$ cat src/design/mdd_pkg.sv
// ----------------------------------------------------------------------------
// mdd_pkg
// types, codes and constants of the multichannel discrete differentiator
// ----------------------------------------------------------------------------
`default_nettype none

package mdd_pkg;

    localparam int CHANNELS_DEF  = 16;
    localparam int CH_FIELD_W    = 4;
    localparam int DATA_W        = 32;
    localparam int CFG_IDX_W     = 3;
    localparam int CFG_DATA_W    = 32;
    localparam int GAIN_W        = 24;
    localparam int ACT_W         = 5;
    localparam int QUEUE_DEPTH   = 2;
    // queue entries plus the item in the back end plus the output register
    localparam int MAX_IN_FLIGHT = QUEUE_DEPTH + 2;

    // arithmetic widths
    localparam int DIFF_W    = 33;                 // |x - x_prev|
    localparam int PROD_W    = DIFF_W + GAIN_W;    // |diff| * alpha
    localparam int NUM_W     = 58;                 // dividend, even for radix 4
    localparam int DIV_STEPS = NUM_W / 2;
    localparam int DEN_W     = 34;                 // h or 3h
    localparam int TERM_W    = 40;                 // |beta * d_prev|
    localparam int SUM_W     = 60;

    localparam logic [GAIN_W-1:0] ALPHA_TWO   = 24'd131072;
    localparam logic [GAIN_W-1:0] ALPHA_ONE   = 24'd65536;
    localparam logic [DATA_W-1:0] BETA_ONE    = 32'd1;
    localparam logic [DATA_W-1:0] RECIP_THREE = 32'hAAAA_AAAB;  // ceil(2^33 / 3)
    localparam int                RECIP_SHIFT = 33;
    localparam int                GAIN_FRAC   = 16;

    typedef enum logic [1:0] {
        ST_OK      = 2'd0,
        ST_NO_STEP = 2'd1,
        ST_BAD_CH  = 2'd2
    } status_t;

    typedef enum logic [1:0] {
        METH_X2MV   = 2'd0,
        METH_X2PVD3 = 2'd1,
        METH_PROG   = 2'd2,
        METH_EULER  = 2'd3
    } method_t;

    typedef enum logic [CFG_IDX_W-1:0] {
        CFG_METHOD = 3'd0,
        CFG_ALPHA  = 3'd1,
        CFG_BETA   = 3'd2,
        CFG_ACTIVE = 3'd3,
        CFG_START  = 3'd4
    } cfg_idx_t;

    typedef enum logic [2:0] {
        BK_IDLE,
        BK_READ,
        BK_MUL,
        BK_DIV,
        BK_SUM,
        BK_OUT
    } back_state_t;

    // classified item handed from front to back
    typedef struct packed {
        logic [CH_FIELD_W-1:0] channel;
        logic [DATA_W-1:0]     sample;
        logic [DATA_W-1:0]     step;
        status_t               status;
    } item_t;

    typedef struct packed {
        logic full;
        logic empty;
    } queue_stat_t;

    typedef struct packed {
        method_t           method;
        logic [GAIN_W-1:0] alpha;
        logic [GAIN_W-1:0] beta;
    } gains_t;

    typedef struct packed {
        logic [DATA_W-1:0] echo;
        logic [DATA_W-1:0] deriv;
        status_t           status;
    } result_t;

endpackage

`default_nettype wire

$ cat src/design/mdd_queue.sv
// ----------------------------------------------------------------------------
// mdd_queue
// short fifo of classified items between front and back
// ----------------------------------------------------------------------------
`default_nettype none

module mdd_queue import mdd_pkg::*; (
    input  logic        aclk,
    input  logic        aresetn,
    input  logic        push,
    input  item_t       push_item,
    input  logic        pop,
    output item_t       pop_item,
    output queue_stat_t q_stat
);

    localparam int PTR_W = (QUEUE_DEPTH > 1) ? $clog2(QUEUE_DEPTH) : 1;
    localparam int CNT_W = $clog2(QUEUE_DEPTH + 1);

    item_t            slot_reg [QUEUE_DEPTH];
    logic [PTR_W-1:0] wr_ptr_reg;
    logic [PTR_W-1:0] rd_ptr_reg;
    logic [CNT_W-1:0] count_reg;

    assign q_stat.full  = (count_reg == CNT_W'(QUEUE_DEPTH));
    assign q_stat.empty = (count_reg == '0);
    assign pop_item     = slot_reg[rd_ptr_reg];

    always_ff @(posedge aclk) begin
        if (push) begin
            slot_reg[wr_ptr_reg] <= push_item;
        end
    end

    always_ff @(posedge aclk) begin
        if (!aresetn) begin
            wr_ptr_reg <= '0;
            rd_ptr_reg <= '0;
            count_reg  <= '0;
        end else begin
            if (push) begin
                wr_ptr_reg <= (wr_ptr_reg == PTR_W'(QUEUE_DEPTH - 1)) ? '0 : wr_ptr_reg + 1'b1;
            end
            if (pop) begin
                rd_ptr_reg <= (rd_ptr_reg == PTR_W'(QUEUE_DEPTH - 1)) ? '0 : rd_ptr_reg + 1'b1;
            end
            if (push && !pop) begin
                count_reg <= count_reg + 1'b1;
            end else if (pop && !push) begin
                count_reg <= count_reg - 1'b1;
            end
        end
    end

endmodule

`default_nettype wire

$ cat config.mk
export PLATFORM = sky130hd
export DESIGN_NAME = mdd_queue
export DESIGN_NICKNAME = d
export VERILOG_FILES = /design/src/design/mdd_pkg.sv /design/src/design/mdd_queue.sv
export SDC_FILE = /design/constraint.sdc
export NUM_CORES = 1
export LEC_CHECK = 0
export ABC_CLOCK_PERIOD_IN_PS = 6100
export BUFFER_PORTS_ARGS = -buffer_cell sky130_fd_sc_hd__buf_2
export CAP_MARGIN = 20
export CORE_ASPECT_RATIO = 1.1
export CORE_MARGIN = 4
export CORE_UTILIZATION = 55
export DETAILED_ROUTE_END_ITERATION = 6
export PLACE_DENSITY = 0.83
export SYNTH_ARGS = -nofsm -noshare
export SYNTH_HDL_FRONTEND = slang
export SYNTH_SLANG_ARGS = --single-unit
$ cat constraint.sdc
create_clock -name aclk -period 6.1 [get_ports aclk]
set_clock_uncertainty 0.15 [all_clocks]
set_input_delay 0.61 -clock aclk [delete_from_list [all_inputs] [get_ports aclk]]
set_output_delay 0.61 -clock aclk [all_outputs]
set_load 0.02 [all_outputs]
==> Word-level counts from Yosys, hierarchy flattened <==
Memory sizes are Yosys's and may differ from the RTL's. A register that Yosys moved wholly into a read port is not among the register bits.
Index checks and enable logic that the tools add are counted.
{ "classes": {"n_addsub": 4, "eq_ne": 1, "mux": 8, "n_reduce_logical": 6} }
{ "op_table": {"columns": ["op", "n"], "rows": [
  ["1-bit 2-to-1 mux", 6],
  ["2-bit 2-to-1 mux", 2],
  ["1-bit adder, second input constant", 2],
  ["2-bit by 1-bit adder with 2-bit output, second input constant", 1],
  ["2-bit == test, second input constant", 1],
  ["1-bit logical AND", 2],
  ["1-bit logical NOT", 2],
  ["2-bit logical NOT", 1],
  ["2-bit nonzero test", 1],
  ["2-bit by 1-bit subtractor with 2-bit output, second input constant", 1]
]} }
{ "totals": {"register_bits": 4, "ramBits": 140, "out_inout_bits": 72, "wordCells": 23, "n_memories": 1} }
{ "memory_table": {"columns": ["memory", "words", "width", "read_ports", "rd_ports_with_merged_regs", "wr", "line_no", "text"], "rows": [
  ["slot_reg", 2, 70, 1, 1, 1, "mdd_queue.sv:20", "item_t slot_reg [QUEUE_DEPTH];"]
]} }

==> Depth between registers and ports, before layout <==
Gate-level depths: netlist (run 1).
{ "logic_depth": {"ltp_word": 4, "ltp_mapped": 5, "mapped_depth_nobuf": 5} }

==> Least setup slack after synthesis (run 1) <==
OpenSTA, ideal clock, no wires.
{ "synth_timing": {"path_kind": "input port to flip-flop", "start": "input push", "end": "memory slot_reg[0][0] in the netlist's numbering (enable)", "setup_time_ns": 0.508, "arrival_ns": 3.712, "path_slack_ns": 1.731, "cell_stages": 1, "path_buffers": 0, "cell_sequence": "nor2b_1"} }
{ "synth_via": {"elab_chain_len": 2} }
{ "synth_rtl": {"columns": ["element", "line_no", "text"], "rows": [
  ["start, declared", "mdd_queue.sv:10", "input logic push,"],
  ["1-bit 2-to-1 mux", "mdd_queue.sv:30", "if (push) begin"],
  ["1-bit 2-to-1 mux (not written as such)", "mdd_queue.sv:31", "slot_reg[wr_ptr_reg] <= push_item;"],
  ["end, declared", "mdd_queue.sv:20", null]
]} }
Every way passes these cells.

==> results of run 1 <==
worst max-delay path: stages, from the launching register on:
cell and delay, ps:
sky130_fd_sc_hd__dfxtp_4 940, sky130_fd_sc_hd__mux2_2 430, sky130_fd_sc_hd__buf_2 160
layout make-up:
| cell class | count | area, um^2 |
|---|---|---|
| Clock inverter | 12 | 168 |
| Tap cell | 117 | 146 |
| Timing Repair Buffer | 146 | 733 |
| Sequential cell | 145 | 4310 |
| Multi-Input combinational cell | 86 | 913 |
| Clock buffer | 18 | 418 |
| Inverter | 1 | 3.75 |
| Fill cell | 616 | 2660 |
metrics by stage:
stage          setup WS [ps]  power, W
6_report                3240   0.00245
2_1_floorplan           1730   0.00135
3_5_place_dp            3390   0.00145
5_1_grt                 3160   0.00254
4_1_cts                 3200   0.00247
3_3_place_gp            3420   0.00144
cell families after synthesis:
logic type	after synthesis	synth area share [%]
multiplexers	70	15.0
XOR/XNOR	3	0.500
AO/OA/AOI/OAI	3	0.381
flip-flops	145	82.0
AND/OR/NAND/NOR	9	1.07
adder cells (fa/ha/maj)	1	0.238
buffers and inverters	9	0.834
power groups by stage:
stage	logic, W	clock network (W)	registers, W
detailed placement	0.000243	0	0.00120
finish	0.000241	0.00102	0.00118
global route	0.000257	0.00109	0.00119
floorplan	0.000167	0	0.00118
CTS	0.000245	0.00104	0.00118
global placement	0.000238	0	0.00120
cell usage in the layout (no fill, tap or decap), drive strengths merged, types with 2 or more instances in the layout:
cell,n
edfxtp,140
clkbuf,18
and2,4
xor2,2
bufinv,4
clkinvlp,4
clkinv,4
nor2b,2
mux2,70
buf,146
dfxtp,5
worst paths after layout:
kind,end,start
min reg2reg,count_reg[1],count_reg[1]
max,pop_item[38],register
max reg2reg,slot_reg[0][17],wr_ptr_reg
min,slot_reg[1][7],push_item[7]
per-layer routing:
metal	GRT usage, %	wire (um)	share of wire, %	up-vias
li1	-	-	-	1262
met1	19.8	3560	37	1318
met2	30.3	5240	55	98
met3	5.87	631	6.6	12
met4	8.07	159	1.7	0
met5	0	0	0	-
==> results.txt, run 1 <==
----------------------------------------------------
[Outcome]
  Run status ... finished clean

[Timing]
  Final hold vios ... 0
  Part of the cycle the worst path needs ... between 40% and 50%
  Setup-failing EPs final ... 0
  Final sum of negative setup slack ... 0 ps
  Max_slew headroom ... 33.3%
  Unrepaired setup endpoints after global routing ... no
  Post-layout minimum cycle time ... 2860 ps
  Final Hold Slack ... roughly 130 ps
  Worst-Margin Slew ... 999 ps
  Max-slew violation total from the final report ... 0
  Timing-limited maximum frequency ... 350 MHz

[Cells and area]
  # nets final ... 472
  Non-filler cells, final ... around 530
  Share of layout cells above drive strength 1 ... between 60 and 70%
  Diodes inserted ... 0
  Layout Cell Area excl Fill ... 6690 um^2
  Number of flip-flops in the largest register ... 140
  Synth-to-layout area growth ... 27.4%
  Fraction of the core area covered by cells at the end of the flow ... 71.5%

[Routing]
  Via/cell ratio ... 5.12
  Drt wl/cell ... 18.3 um
  Antenna-violating nets left ... 0
  Remaining DRCs ... 0
  Drt first-iter violations ... 147
  Total via count in the routed design ... 2,690
  Routed wire length ... between 9000 and 10,000 um
  Drt first pass iters ... 4

[Clocking]
  Hold_buf cts ... 0
  Count of instances resized after the clock tree is built ... 0
  Maximum number of buffers from clock root to sink ... 2
  CTS H-tree lvls ... 4
  Number of buffers added for setup after CTS ... 0
  Total number of clock tree sinks ... 145
  TritonCTS clock tree ... yes
  CTS buffer count ... 17
  Clock transition at path regs ... 60 ps
  Clk Latency, worst-skew pair ... 510 ps
  Master cell of the clock root buffer ... sky130_fd_sc_hd__clkbuf_8

[Global routing]
  Vias in the first global route ... 2,944
  Pin count of the biggest net entering global routing ... 71
  Wire length of the first global-routing pass ... 14,800 um
  Initial antenna violation count ... 0
  Aggregate global routing overflow ... 0
  Global-route usage over all layers ... between 10% and 20%

[Power and ir drop]
  Sw power ... 0.000537 W
  Comb pwr share ... 9.9%
  Internal portion of total power ... 0.00191 W
  Worst ir drop on vdd ... 0.246 mV
  Power Density ... 366 nW/um^2
  Clock group share of total power ... 41.8%
  Sw Share ... 21.9%
  LEAKAGE ... 2.53 nW
  Fraction of power consumed by sequential logic ... slightly below 50%

[Worst setup path]
  Nature of the critical path endpoint ... output port
  R2R depth ... 2
  Highest fanout seen on the critical path ... 70
  Reg2reg setup slack ... roughly 3800 ps
  Critical path arrival ... 2100 ps
  Sort of element at the start of the critical path ... register
  Kind of critical path ... reg2out
  Worst EP required ... 5340 ps

[Logic synthesis]
  Top FF cell, synth ... sky130_fd_sc_hd__edfxtp_1
  Most used standard cell by instance count after synthesis ... sky130_fd_sc_hd__edfxtp_1
  Library cells used by synthesis ... 16
  Post-synthesis instance area ... 5250 um^2
  Synth top area share ... between 80% and 90%
  Yosys reg bits ... 145
  Top cells by instance count after synthesis ... 140 x sky130_fd_sc_hd__edfxtp_1, 70 x sky130_fd_sc_hd__mux2_2, 8 x sky130_fd_sc_hd__buf_2
  Share of flip-flops with an asynchronous set or reset after synthesis ... 0%
  Leading cell types by total area after synthesis ... sky130_fd_sc_hd__edfxtp_1 80%, sky130_fd_sc_hd__mux2_2 15%, sky130_fd_sc_hd__dfxtp_1 1.9%
  Area leader, netlist ... sky130_fd_sc_hd__edfxtp_1
  Number of enable flip-flop cells after synthesis ... 140
  Post-synthesis instance total ... 240
  Post-Syn Nets ... 315
  Sequential-to-total area share from yosys stat ... 82.0%
  Syn Area/Cell ... 21.9 um^2
  Number of warnings printed during yosys synthesis ... 0

[Placement]
  Placer Congestion ... 0.713
  Placement-stage cell area ... 6100 um^2
  Inst Count DP ... 495
  Number of port buffers ... 145
  Post-detail-place hpwl ... around 6000 um

[Min path]
  Worst hold-check path type ... in2reg
  Cell count of the worst hold path ... 1

[Floorplanning]
  I/O pin cnt ... 146
  Floorplan core area ... 9350 um^2
  DIE AREA ... 11,200 um^2
  Vert. Die Dim ... 110 um
  Initial Utilization ... 56.2%
  Standard-cell rows ... 37
  Floorplan die width ... around 100 um

[Run]
  Max-cap check violation count ... 0

----------------------------------------------------
(Power assumes the default switching activity.)
==> run 2, diff against run 1 <==
--- a/config.mk
+++ b/config.mk
@@ -5,14 +5,14 @@
 export SDC_FILE = /design/constraint.sdc
 export NUM_CORES = 1
 export LEC_CHECK = 0
-export ABC_CLOCK_PERIOD_IN_PS = 6100
+export ABC_CLOCK_PERIOD_IN_PS = 2600
 export BUFFER_PORTS_ARGS = -buffer_cell sky130_fd_sc_hd__buf_2
 export CAP_MARGIN = 20
 export CORE_ASPECT_RATIO = 1.1
 export CORE_MARGIN = 4
-export CORE_UTILIZATION = 55
+export CORE_UTILIZATION = 47
 export DETAILED_ROUTE_END_ITERATION = 6
-export PLACE_DENSITY = 0.83
+export PLACE_DENSITY = 0.76
 export SYNTH_ARGS = -nofsm -noshare
 export SYNTH_HDL_FRONTEND = slang
 export SYNTH_SLANG_ARGS = --single-unit
==> constraint.sdc (replaced) <==
create_clock -name aclk -period 2.6 [get_ports aclk]
set_clock_uncertainty 0.15 [all_clocks]
set_input_delay 0.26 -clock aclk [delete_from_list [all_inputs] [get_ports aclk]]
set_output_delay 0.26 -clock aclk [all_outputs]
set_load 0.02 [all_outputs]
==> run 2 against run 1 <==
  * Cell count rose by 20%
  * Non-clock buffer count up 74
  * Routed wire length rose by 7.4%
  * Die area rose by 16%
  * First-iteration DRC count down 13%
  * Critical endpoint is now pop_item[20]
  * Highest routed layer unchanged
==> results.txt, run 2 (same netlist as run 1, synthesis figures left out) <==
----------------------------------------------------
[Outcome]
  Run status ... finished clean (unchanged)

[Routing]
  Routed wire length ... 10,300 um (was 9590 um)
  Drt wl/cell ... 16.3 um (was 18.3 um)
  Drt first pass iters ... 4 (unchanged)
  Antenna-violating nets left ... 0 (unchanged)
  Total via count in the routed design ... 3,000 (was 2,690)
  Drt first-iter violations ... 128 (was 147)
  Via/cell ratio ... 4.75 (was 5.12)
  Remaining DRCs ... 0 (unchanged)

[Worst setup path]
  Worst EP required ... 2190 ps (was 5340 ps)
  Reg2reg setup slack ... 940 ps (was 3840 ps)
  Kind of critical path ... reg2out (unchanged)
  Highest fanout seen on the critical path ... 20 (was 70)
  Sort of element at the start of the critical path ... register (unchanged)
  Nature of the critical path endpoint ... output port (unchanged)
  Worst r2r dst ... slot_reg[1][31] (was slot_reg[0][17])
  R2R depth ... 2 (unchanged)
  Critical path arrival ... 1780 ps (was 2100 ps)
  Reg-to-Reg Start ... wr_ptr_reg (unchanged)

[Clocking]
  Number of buffers added for setup after CTS ... 0 (unchanged)
  Master cell of the clock root buffer ... sky130_fd_sc_hd__clkbuf_16 (was sky130_fd_sc_hd__clkbuf_8)
  CTS buffer count ... 17 (unchanged)
  Clk Latency, worst-skew pair ... 390 ps (was 510 ps)
  TritonCTS clock tree ... yes (unchanged)
  CTS H-tree lvls ... 4 (unchanged)
  Clock transition at path regs ... 50 ps (was 60 ps)
  Maximum number of buffers from clock root to sink ... 2 (unchanged)
  Total number of clock tree sinks ... 145 (unchanged)

[Cells and area]
  # nets final ... 546 (was 472)
  Synth-to-layout area growth ... 41.8% (was 27.4%)
  Number of flip-flops in the largest register ... 140 (unchanged)
  Most frequent cells in the layout ... 145 x sky130_fd_sc_hd__buf_2, 140 x sky130_fd_sc_hd__edfxtp_1, 71 x sky130_fd_sc_hd__dlygate4sd3_1 (was 145 x sky130_fd_sc_hd__buf_2, 140 x sky130_fd_sc_hd__edfxtp_1, 70 x sky130_fd_sc_hd__mux2_2)
  Non-filler cells, final ... 632 (was 525)
  Share of layout cells above drive strength 1 ... 51.2% (was 60.5%)
  Fraction of the core area covered by cells at the end of the flow ... 68.2% (was 71.5%)
  Most common library cell in the layout ignoring fill and taps ... sky130_fd_sc_hd__buf_2 (unchanged)

[Global routing]
  Wire length of the first global-routing pass ... 16,300 um (was 14,800 um)
  Met1 Usage GRT ... 18.0% (was 19.8%)
  Vias in the first global route ... 3,403 (was 2,944)
  Initial antenna violation count ... 1 (was 0)
  Pin count of the biggest net entering global routing ... 72 (was 71)
  Aggregate global routing overflow ... 0 (unchanged)
  Most used routing layer in global routing ... met2 (unchanged)
  Global-route usage over all layers ... 16.8% (was 17.7%)
  Global routing usage on met2 ... 30.1% (was 30.3%)
  Met3 Usage GRT ... 5.31% (was 5.87%)

[Placement]
  Placer Congestion ... 0.687 (was 0.713)
  Post-detail-place hpwl ... 6200 um (was 6020 um)
  Inst Count DP ... 528 (was 495)
  Number of port buffers ... 145 (unchanged)
  Pre-CTS WS ... 832 ps (was 3390 ps)

[Floorplanning]
  Initial Utilization ... 48.1% (was 56.2%)
  Vert. Die Dim ... 119 um (was 110 um)
  Floorplan core area ... 10,900 um^2 (was 9350 um^2)
  Floorplan die width ... 109 um (was 101 um)
  DIE AREA ... 12,900 um^2 (was 11,200 um^2)
  Standard-cell rows ... 40 (was 37)
  I/O pin cnt ... 146 (unchanged)

[Timing]
  Final hold vios ... 0 (unchanged)
  Max_slew headroom ... 66.3% (was 33.3%)
  Worst-Margin Slew ... 506 ps (was 999 ps)
  Post-layout minimum cycle time ... 2190 ps
  Setup-failing EPs final ... 0 (unchanged)
  Part of the cycle the worst path needs ... between 80% and 90%
  Final sum of negative setup slack ... 0 ps (unchanged)
  Worst Slack Setup Final ... 411 ps (was 3240 ps)
  Unrepaired setup endpoints after global routing ... no (unchanged)
  Max-slew violation total from the final report ... 0 (unchanged)
  Timing-limited maximum frequency ... 457 MHz

[Min path]
  Worst hold-check path type ... in2reg (unchanged)
  Hold wc startpoint ... pop (was push_item[7])
  Cell count of the worst hold path ... 3 (was 1)
  Worst Hold Endpoint ... rd_ptr_reg (was slot_reg[1][7])

[Power and ir drop]
  Power Density ... 750 nW/um^2 (was 366 nW/um^2)
  Worst ir drop on vdd ... 0.503 mV (was 0.246 mV)
  LEAKAGE ... 2.84 nW (was 2.53 nW)

[Run]
  Max-cap check violation count ... 0 (unchanged)

----------------------------------------------------
## run 2: changes by cell type in the layout (fill, tap and decap cells not counted)
cell and change:
sky130_fd_sc_hd__clkbuf_1 +6, sky130_fd_sc_hd__diode_2 +1, sky130_fd_sc_hd__buf_12 +3, sky130_fd_sc_hd__clkbuf_16 +1, sky130_fd_sc_hd__clkinv_1 -2, sky130_fd_sc_hd__bufinv_16 -3
sky130_fd_sc_hd__clkinv_2 +2, sky130_fd_sc_hd__clkinvlp_4 -2, sky130_fd_sc_hd__dlygate4sd3_1 +71
## run 2: stage by stage
step / hold WS (ps) / cell area [um^2] / power, W
3_5_place_dp: 301 / 6200 / 0.00340
2_1_floorplan: 209 / 5260 / 0.00317
4_1_cts: 58.9 / 7440 / 0.00565
5_1_grt: 72.4 / 7450 / 0.00583
6_report: 77.6 / 7450 / 0.00559
3_3_place_gp: 297 / 6200 / 0.00339
## run 2: per-layer routing
layer,share of wire (%),routed length [um]
met2,54,5540
met3,5.5,567
met4,2.2,230
met5,0,0
met1,38,3960
## run 2: critical path, stage by stage (launching register included)
cell	delay, ps
sky130_fd_sc_hd__dfxtp_4	500
sky130_fd_sc_hd__buf_4	330
sky130_fd_sc_hd__mux2_2	380
sky130_fd_sc_hd__buf_2	160
## run 2: what timing repair did
action                    4_1_cts  5_1_grt
hold endpoints to repair      144        0
hold buffers                   71        0
gates resized for setup         0        0
## run 2: worst max-delay path by stage
stage               depth (start not counted)  slack (ps)        from              to
finish                                      3         410    register    pop_item[20]
global route                                3         320    register    pop_item[57]
CTS                                         3         390    register    pop_item[20]
detailed placement                          3         830    register     pop_item[9]
global placement                            3         860    register     pop_item[9]
floorplan                                   1         -10  wr_ptr_reg  slot_reg[1][0]
## run 2: layout make-up
cell class | instances | area, um^2
well taps | 147 | 184
multi-input cells | 86 | 913
fillers | 723 | 3460
clock inverters | 7 | 65.1
clock buffers | 25 | 465
flip-flops and latches | 145 | 4310
diodes | 1 | 2.50
inverters | 1 | 3.75
repair buffers | 220 | 1500
## run 2: report_power, final
group | internal, W | switching [W] | total [W]
Clock | 0.00133 | 0.000813 | 0.00215
Combinational | 0.000328 | 0.000367 | 0.000695
Sequential | 0.00270 | 0.0000429 | 0.00274
==> run 3, diff against run 2 <==
--- a/config.mk
+++ b/config.mk
@@ -5,14 +5,14 @@
 export SDC_FILE = /design/constraint.sdc
 export NUM_CORES = 1
 export LEC_CHECK = 0
-export ABC_CLOCK_PERIOD_IN_PS = 2600
+export ABC_CLOCK_PERIOD_IN_PS = 2200
 export BUFFER_PORTS_ARGS = -buffer_cell sky130_fd_sc_hd__buf_2
 export CAP_MARGIN = 20
 export CORE_ASPECT_RATIO = 1.1
 export CORE_MARGIN = 4
-export CORE_UTILIZATION = 47
+export CORE_UTILIZATION = 52
 export DETAILED_ROUTE_END_ITERATION = 6
-export PLACE_DENSITY = 0.76
+export PLACE_DENSITY = 0.8
 export SYNTH_ARGS = -nofsm -noshare
 export SYNTH_HDL_FRONTEND = slang
 export SYNTH_SLANG_ARGS = --single-unit
==> constraint.sdc (replaced) <==
create_clock -name aclk -period 2.2 [get_ports aclk]
set_clock_uncertainty 0.15 [all_clocks]
set_input_delay 0.22 -clock aclk [delete_from_list [all_inputs] [get_ports aclk]]
set_output_delay 0.22 -clock aclk [all_outputs]
set_load 0.02 [all_outputs]
==> run 3 against run 2 <==
  * Critical path depth unchanged
  * Utilization increased by 8.5 points
  * Clock power increased by 37%
  * Clock-buffer cell count decreased by 7
  * Power increased by 26%
  * First-iteration DRC count increased by 2.3%
  * Cell count decreased by 3.3%
  * Via count increased by 2.9%
  * Sequential power increased by 18%
  * Combinational power increased by 23%
  * Critical path type unchanged
  * Critical endpoint is now pop_item[61]
==> results.txt, run 3 (same netlist as run 1, synthesis figures left out) <==
----------------------------------------------------
[Global routing]
  Vias in the first global route ... 3,403 (unchanged)
  Initial antenna violation count ... 0 (was 1)
  Wire length of the first global-routing pass ... 17,200 um (was 16,300 um)
  Aggregate global routing overflow ... 0 (unchanged)
  Pin count of the biggest net entering global routing ... 38 (was 72)
  Global-route usage over all layers ... 19.1% (was 16.8%)

[Power and ir drop]
  Power Density ... 930 nW/um^2 (was 750 nW/um^2)
  Worst ir drop on vdd ... 0.646 mV (was 0.503 mV)
  LEAKAGE ... 2.92 nW (was 2.84 nW)
  Sum of internal, switching and leakage power ... 0.00703 W (was 0.00559 W)

[Clocking]
  Total number of clock tree sinks ... 145 (unchanged)
  Clk Latency, worst-skew pair ... 500 ps (was 390 ps)
  Clock transition at path regs ... 60 ps (was 50 ps)
  Master cell of the clock root buffer ... sky130_fd_sc_hd__clkbuf_8 (was sky130_fd_sc_hd__clkbuf_16)
  CTS buffer count ... 17 (unchanged)
  CTS H-tree lvls ... 4 (unchanged)
  TritonCTS clock tree ... yes (unchanged)
  Maximum number of buffers from clock root to sink ... 2 (unchanged)
  Count of instances resized after the clock tree is built ... 0 (unchanged)

[Worst setup path]
  Highest fanout seen on the critical path ... 34 (was 20)
  Nature of the critical path endpoint ... output port (unchanged)
  Sort of element at the start of the critical path ... register (unchanged)
  Kind of critical path ... reg2out (unchanged)
  R2R depth ... 2 (unchanged)
  Worst EP required ... 1830 ps (was 2190 ps)
  Critical path arrival ... 1700 ps (was 1780 ps)

[Placement]
  Placer Congestion ... 0.700 (was 0.687)
  Post-detail-place hpwl ... 6180 um (was 6200 um)
  Number of port buffers ... 145 (unchanged)

[Routing]
  Total via count in the routed design ... 3,086 (was 3,000)
  Drt wl/cell ... 17.8 um (was 16.3 um)
  Drt first pass iters ... 4 (unchanged)
  Antenna-violating nets left ... 0 (unchanged)
  Via/cell ratio ... 5.05 (was 4.75)
  Routed wire length ... 10,900 um (was 10,300 um)
  Remaining DRCs ... 0 (unchanged)
  Drt first-iter violations ... 131 (was 128)

[Timing]
  Timing-limited maximum frequency ... between 400 and 500 MHz
  Post-layout minimum cycle time ... between 2000 and 2500 ps
  Final sum of negative setup slack ... 0 ps (unchanged)
  Worst-Margin Slew ... 504 ps (was 506 ps)
  Setup-failing EPs final ... 0 (unchanged)
  Unrepaired setup endpoints after global routing ... no (unchanged)
  Final hold vios ... 0 (unchanged)
  Max-slew violation total from the final report ... 0 (unchanged)
  Part of the cycle the worst path needs ... 94.2%
  Max_slew headroom ... 66.4% (was 66.3%)

[Min path]
  Cell count of the worst hold path ... 2 (was 3)
  Worst hold-check path type ... in2reg (unchanged)

[Cells and area]
  # nets final ... 554 (was 546)
  Number of flip-flops in the largest register ... 140 (unchanged)
  Most common library cell in the layout ignoring fill and taps ... sky130_fd_sc_hd__buf_2 (unchanged)
  Diodes inserted ... 0 (was 1)
  Synth-to-layout area growth ... 43.9% (was 41.8%)
  Most frequent cells in the layout ... 145 x sky130_fd_sc_hd__buf_2, 140 x sky130_fd_sc_hd__edfxtp_1, 74 x sky130_fd_sc_hd__dlygate4sd3_1 (was 145 x sky130_fd_sc_hd__buf_2, 140 x sky130_fd_sc_hd__edfxtp_1, 71 x sky130_fd_sc_hd__dlygate4sd3_1)
  Share of layout cells above drive strength 1 ... 51.9% (was 51.2%)

[Floorplanning]
  DIE AREA ... 11,800 um^2 (was 12,900 um^2)
  Floorplan die width ... 104 um (was 109 um)
  I/O pin cnt ... 146 (unchanged)
  Floorplan core area ... 9840 um^2 (was 10,900 um^2)
  Vert. Die Dim ... 113 um (was 119 um)
  Standard-cell rows ... 38 (was 40)
  Initial Utilization ... 53.4% (was 48.1%)

[Run]
  Max-cap check violation count ... 0 (unchanged)

[Outcome]
  Run status ... finished clean (unchanged)

----------------------------------------------------
-- run 3: cell types whose count changed in the layout (fill, tap and decap cells not counted) --
cell,delta
sky130_fd_sc_hd__clkinvlp_4,-1
sky130_fd_sc_hd__clkbuf_16,-1
sky130_fd_sc_hd__dlygate4sd3_1,+3
sky130_fd_sc_hd__diode_2,-1
sky130_fd_sc_hd__clkinv_2,-1
sky130_fd_sc_hd__bufinv_16,+4
sky130_fd_sc_hd__clkinv_1,+3
sky130_fd_sc_hd__clkinv_4,+1
sky130_fd_sc_hd__clkbuf_1,-6
sky130_fd_sc_hd__buf_4,+5
-- run 3: worst paths after layout --
path	from	to	slack [ps]
worst max-delay path	register	pop_item[61]	130
worst min-delay path	push_item[14]	slot_reg[0][14]	280
worst max register to register	wr_ptr_reg	slot_reg[1][7]	570
worst min register to register	count_reg[1]	count_reg[1]	390
-- run 3: what timing repair did --
item | CTS | global route
hold buffers | 74 | 0
setup buffers | 0 | 2
setup endpoints to repair | 0 | 36
endpoints found under the hold margin | 145 | 0
-- run 3: layer usage --
layer,track usage (%),routed length (um),share of wire (%),vias up
li1,-,-,-,1425
met2,34.8,5970,55,124
met3,6.56,729,6.7,18
met5,0,0,0,-
met1,20.5,4020,37,1519
met4,7.36,178,1.6,0
-- run 3: stage by stage --
| step | worst slack (ps) | util [%] | instance area (um^2) | hold WS, ps | std cells |
|---|---|---|---|---|---|
| finish | 127 | 76.8 | 7560 | 284 | 611 |
| global route | 60.3 | 76.8 | 7560 | 267 | 611 |
| CTS | 0.370 | 76.6 | 7540 | 258 | 609 |
| detailed placement | 548 | 62.9 | 6190 | 262 | 504 |
| global placement | 552 | 62.9 | 6190 | 257 | 504 |
| floorplan | 250 | - | 5260 | 169 | 240 |
-- run 3: layout make-up --
cell class / count / area, um^2
clock buffer: 18 / 418
clock inverter: 13 / 193
fill: 568 / 2280
inverter: 1 / 3.75
multi-input combinational: 86 / 913
sequential: 145 / 4310
tap: 120 / 150
timing repair buffer: 228 / 1570
-- run 3: worst max-delay path, stage by stage (launching register included) --
cell	delay (ps)
sky130_fd_sc_hd__dfxtp_4	410
sky130_fd_sc_hd__buf_12	230
sky130_fd_sc_hd__mux2_2	380
sky130_fd_sc_hd__buf_2	160
-- run 3: report_power, final --
| group | switching, W | internal [W] |
|---|---|---|
| clock | 0.00101 | 0.00193 |
| sequential | 0.0000447 | 0.00319 |
| combinational | 0.000454 | 0.000402 |
